<file path="config.mk">
export PLATFORM = sky130hd
export DESIGN_NAME = sirl_cell
export DESIGN_NICKNAME = d
export VERILOG_FILES = /design/src/rtl/sirl_pkg.sv /design/src/rtl/sirl_cell.sv
export SDC_FILE = /design/constraint.sdc
export NUM_CORES = 1
export LEC_CHECK = 0
export BUFFER_PORTS_ARGS = -buffer_cell sky130_fd_sc_hd__buf_2
export CORE_UTILIZATION = 36
export CTS_BUF_LIST = sky130_fd_sc_hd__clkbuf_4
export DETAILED_ROUTE_END_ITERATION = 8
export GPL_ROUTABILITY_DRIVEN = 0
export GPL_TIMING_DRIVEN = 1
export PLACE_DENSITY = 0.76
export SLEW_MARGIN = 0
export SYNTH_ARGS = -nofsm -noshare
export SYNTH_HDL_FRONTEND = slang
export SYNTH_SLANG_ARGS = --single-unit
</file>
<file path="constraint.sdc">
create_clock -name i_clk -period 2.42 [get_ports i_clk]
set_clock_uncertainty 0.2 [all_clocks]
set_input_delay 0.242 -clock i_clk [delete_from_list [all_inputs] [get_ports i_clk]]
set_output_delay 0.242 -clock i_clk [all_outputs]
set_load 0.005 [all_outputs]
</file>
<file path="src/rtl/sirl_pkg.sv">
// ----------------------------------------------------------------------------
// sirl_pkg: shared types and constants for the shifting insert/remove list
// Capacity, field widths, function codes and the command broadcast to cells.
// ----------------------------------------------------------------------------
package sirl_pkg;

    localparam int CAPACITY  = 128;
    localparam int DATA_W    = 32;
    localparam int FUNC_W    = 3;
    localparam int POS_W     = 7;
    localparam int OUT_CNT_W = 8;
    localparam int CNT_W     = $clog2(CAPACITY + 1);
    // compare width covers the count, a position and the 8-bit count port
    localparam int CMP_W     = (CNT_W > OUT_CNT_W) ? CNT_W : OUT_CNT_W;
    // read taps are or-ed in groups, then the group results
    localparam int GROUP     = 16;
    localparam int NGRP      = (CAPACITY + GROUP - 1) / GROUP;

    typedef logic [DATA_W-1:0] t_word;

    typedef enum logic [FUNC_W-1:0] {
        FUNC_APPEND = 3'd0,
        FUNC_INSERT = 3'd1,
        FUNC_REMOVE = 3'd2,
        FUNC_GET    = 3'd3,
        FUNC_CLEAR  = 3'd4
    } t_func;

    typedef struct packed {
        logic             ins;
        logic             rem;
        logic             rd;
        logic [CMP_W-1:0] pos;
        t_word            value;
    } t_cell_cmd;

endpackage

</file>
<file path="src/rtl/sirl_cell.sv">
// ----------------------------------------------------------------------------
// sirl_cell: one list entry
// Holds one word; loads the new word, takes its lower or upper neighbor on a
// shift, and drives its word onto a read tap when addressed.
// ----------------------------------------------------------------------------
module sirl_cell (
    input  logic                        i_clk,
    input  sirl_pkg::t_cell_cmd         i_cmd,
    input  logic [sirl_pkg::CMP_W-1:0]  i_index,
    input  sirl_pkg::t_word             i_left,
    input  sirl_pkg::t_word             i_right,
    output sirl_pkg::t_word             o_entry,
    output sirl_pkg::t_word             o_tap
);
    import sirl_pkg::*;

    t_word r_entry;
    t_word n_entry;

    always_comb begin
        n_entry = r_entry;
        if (i_cmd.ins) begin
            if (i_index == i_cmd.pos) begin
                n_entry = i_cmd.value;
            end else if (i_index > i_cmd.pos) begin
                n_entry = i_left;
            end
        end else if (i_cmd.rem && (i_index >= i_cmd.pos)) begin
            n_entry = i_right;
        end
    end

    always_ff @(posedge i_clk) begin
        r_entry <= n_entry;
    end

    // tap shows the word before this cycle's shift
    assign o_tap   = (i_cmd.rd && (i_index == i_cmd.pos)) ? r_entry : '0;
    assign o_entry = r_entry;

endmodule

</file>
# Word-level counts from Yosys, hierarchy flattened
# Cells that the tools add are included.
# op_classes
n_reduce_logical	4
div	0
n_bitwise	0
addsub	0
magnitude_cmp	2
n_eq_ne	2
mul	0
shifts	0
mux	5
# op_table
op	count
32-bit 2-to-1 mux	5
8-bit == test	1
8-bit greater-or-equal comparator	1
8-bit > comparator	1
3-bit by 1-bit inequality test with 1-bit output, second input constant	1
1-bit logical AND	2
2-bit AND reduction	1
2-bit nonzero test	1
# totals
register_bits	32
mem_bits_rw	0
mem_bits_ro	0
input_bits	116
latchBits	0
n_memories	0
wordCells	14
output_inout_bits	64

# Logic depth before layout (Yosys ltp)
# depth
ltp_word	4
ltp_mapped	7

# Worst setup path after synthesis
# Ideal clock, no wire load.
# synth_path
path_kind	input to register
startpoint	input port i_cmd[37] (netlist bit)
endpoint	register r_entry[0], in the netlist o_entry[0], enable pin
arrival_time_ns	1.742
setup_ns	0.391
setup_slack_ns	0.087
stages	5
path_cell_list	inv_1 > ha_1 > nand4_4 > nor3_1 > o22a_1
# synth_between
elab_chain_len	4
elab_cells_between_ends	7
cone_classes	2 x order compare; 2 x eq/ne; 3 x reduce/logical
# synth_lines
element	line_no	text
from (decl)	sirl_cell.sv:8	input sirl_pkg::t_cell_cmd i_cmd,
8-bit greater-or-equal comparator	sirl_cell.sv:28	end else if (i_cmd.rem && (i_index >= i_cmd.pos)) begin
1-bit logical AND	sirl_cell.sv:28	
2-bit nonzero test (no line)	-	
2-bit AND reduction (no line) *	-	
to (signal assigned)	sirl_cell.sv:34	r_entry <= n_entry;
to (decl)	sirl_cell.sv:17	t_word r_entry;
# Mark *: on every way between the ends. The rest lies on a longest branch, timed or not.
# A chain may end at the register's enable or synchronous reset.

# Final worst setup path
# layout_path
startpoint	input port i_cmd[37] (netlist bit)
endpoint	output port o_tap[18]
# layout_between
elab_chain_len	3
# layout_lines
element	line_no	text
8-bit == test	sirl_cell.sv:38	assign o_tap = (i_cmd.rd && (i_index == i_cmd.pos)) ? r_entry : '0;
1-bit logical AND	sirl_cell.sv:38	
32-bit 2-to-1 mux	sirl_cell.sv:38	
to (decl)	sirl_cell.sv:13	output sirl_pkg::t_word o_tap
# Every way passes these cells.

==> reports/qor.yml <==
clock_tree:
  cts.sinks: 32
  clock_tree.htree_level_count: 2
  post-cts-setup-buffers: 0
  cts_hold_buffers: 0
  cts_resized: 0
  clock_tree_from_tritoncts: "done"
  cts_root_buf: "sky130_fd_sc_hd__clkbuf_4"
  cts-buffers-inserted: 5
  cts.path.max_buffers: 2
  clkSlewWorstSetupHoldPaths_ns: 0.10
worst_setup_path:
  crit_path_capture_type: "output pin"
  critPathLaunch: "i_cmd[37]"
  critical_path_buf_inv_count: 4
  critical_path.startpoint_type: "input pin"
  crit_family: "simple AND/OR/NAND/NOR gates"
  path_common_cell: "sky130_fd_sc_hd__buf_2"
  cp_cell_sequence: "buf_2, inv_1, ha_1, nand4_4, nor2_8, buf_12, and3_1, buf_2"
  critical-path-max-stage-delay_ns: 0.33
  timing.critical_path.slowest_stage_cell: "sky130_fd_sc_hd__ha_1"
  crit_fanout: 34
  crit_arrival_ns: 1.51
  cp_data_required_time_ns: 1.98
  criticalPathCategory: "in -> out"
cells_and_area:
  flip_flop_and_latch_area_um2: 961
  stdcell_count: 453
  num_antenna_cells: 0
  multiInputGateArea_mm2: 0.00101
  total_number_of_nets_in_the_final_design: 504
  fillerInstances: 514
  drive_above_1_share_pct: 51.2
  area_growth_from_synthesis_to_layout_pct: 48.6
  max_reg_flops: 32
  final_core_util_pct: 56.4
power_and_ir_drop:
  power.clock.fraction_pct: 27.0
  irDropWorstVdd_mv: 0.253
  power.density_cell_area_mw_per_mm2: 465
  fin_total_pwr_mw: 1.46
  power_share_of_the_combinational_group_pct: 22.3
  power_report.internal_total_mw: 1.11
  proportion_of_power_drawn_by_flip_flops_and_latches_pct: 50.7
  power_leakage_nw: 1.66
  netsw_mw: 0.357
  power_switching_share_pct: 24.4
grt:
  grt_max_degree: 45
  global_route_usage_sum_pct: 17.6
  overflow: 0
  grt_first_pass_wirelength_um: 8510
  initial_antenna_violation_count: 0
  first_global_vias: 2029
floorplanning:
  starting_density_of_the_core_pct: 38.0
  fp.coreArea_mm2: 0.00557
  number_of_placed_i_o_pins: 180
  row_count: 27
  die_area_mm2: 0.00619
  fp.dieW_um: 78.7
  height_of_the_chip_um: 78.7
place:
  hpwl_um: 4420
  place.port_buffers: 179
  post-place-cells: 445
logic_synthesis:
  synthMostInstantiatedCell: "sky130_fd_sc_hd__a21oi_1"
  synth-edff-count: 32
  ff_latch_count_synth: 32
  synth_top_flop_cell: "sky130_fd_sc_hd__edfxtp_1"
  yosysTopAreaCell: "sky130_fd_sc_hd__edfxtp_1"
  post_synth_instance_area_mm2: 0.00212
  syn_avg_cell_area_um2: 10.3
  synth_cell_types: 20
  yosys-top-cells-area: "sky130_fd_sc_hd__edfxtp_1 (45%), sky130_fd_sc_hd__mux2i_1 (15%), sky130_fd_sc_hd__and3_1 (9.5%)"
  proportion_of_synthesized_flip_flops_having_asynchronous_set_or_reset_pct: 0
  synthCells: 205
  synthDominantCellAreaShare_pct: 45.4
  yosysSeqAreaShare_pct: 45.4
  synth_common_cells: "sky130_fd_sc_hd__a21oi_1 (34), sky130_fd_sc_hd__nor2_1 (33), sky130_fd_sc_hd__and3_1 (32), sky130_fd_sc_hd__edfxtp_1 (32), sky130_fd_sc_hd__mux2i_1 (32)"
  postSynthNetCount: 329
  synthesis.yosys.warnings: 0
drt:
  route.vias.total: 2176
  post-route-drc-count: 0
  post_drt_wl_per_cell_um: 12.1
  drt_pre_antenna_iters: 4
  first_iter_violations: 41
  detail_route.wirelength_um: 5490
  ant_nets: 0
  viasPerCell: 4.80
timing:
  fin_tns_setup_ns: 0
  final_period_minus_worst_setup_slack_ns: 1.96
  worst_pin_slew_ns: 0.469
  setup_viol_count_final: 0
  worst_slew_margin_rel_pct: 68.8
  grt_setup_unrepaired: "false"
  min_period_over_period_pct: 80.8
  max_freq_mhz: 511
  maxSlewViolCount: 0
  timing.final.hold_violations: 0
outcome:
  status: "finished clean"
worst_hold_path:
  hold_path.class: "in -> reg"
  timing.hold.worst.start: "i_right[6]"
job:
  max_cap_violations: 0
[cell type report]
| cell class | count | area share (%) |
|---|---|---|
| clock buffer | 6 | 1.43 |
| clock inverter | 2 | 1.11 |
| inverter | 8 | 0.955 |
| multi-input combinational | 149 | 32.2 |
| sequential | 32 | 30.5 |
| tap | 72 | 2.86 |
| timing repair buffer | 184 | 30.9 |
[metrics by stage]
stage               worst slack (ns)  hold WS [ns]  cell area (um^2)
finish                         0.465        0.0349              3150
global placement               0.282         0.360              3070
floorplan                     0.0873         0.268              2120
global route                   0.367       0.00875              3150
CTS                            0.449        0.0132              3150
detailed placement             0.218         0.364              3070
[cell families after synthesis]
logic type / Yosys count / share of synthesized area [%]
flip-flops: 32 / 45.4
multiplexers: 32 / 15.1
AND/OR/NAND/NOR: 71 / 18.6
adder cells (fa/ha/maj): 8 / 4.73
buffers and inverters: 24 / 6.74
AO/OA/AOI/OAI: 38 / 9.46
[worst paths after layout]
check             cells after the start          to  slack (ns)
hold / removal                        3  o_entry[6]        0.03
setup / recovery                      8   o_tap[18]        0.46
[routing by layer]
metal	GRT usage [%]	share of wire, %
met5	0	0
met4	5.56	0.89
met3	4.77	7.5
met2	36.4	55
met1	16.1	37
[power groups by stage]
stage	logic (mW)	clock network (mW)	registers, mW
2_1_floorplan	0.122	0	0.762
3_3_place_gp	0.321	0	0.754
3_5_place_dp	0.332	0	0.755
4_1_cts	0.333	0.412	0.744
5_1_grt	0.368	0.435	0.752
6_report	0.327	0.395	0.742
[cells in the final DEF (no fill, tap or decap), types with 2 or more instances in the layout]
cell type and n:
sky130_fd_sc_hd__inv_1 8, sky130_fd_sc_hd__buf_4 2, sky130_fd_sc_hd__and3_1 32, sky130_fd_sc_hd__clkbuf_4 6, sky130_fd_sc_hd__edfxtp_1 32, sky130_fd_sc_hd__ha_1 8
sky130_fd_sc_hd__mux2i_1 32, sky130_fd_sc_hd__buf_12 3, sky130_fd_sc_hd__a21oi_1 34, sky130_fd_sc_hd__buf_2 179, sky130_fd_sc_hd__nor2_1 33
Power figures use the tool's default switching activity.
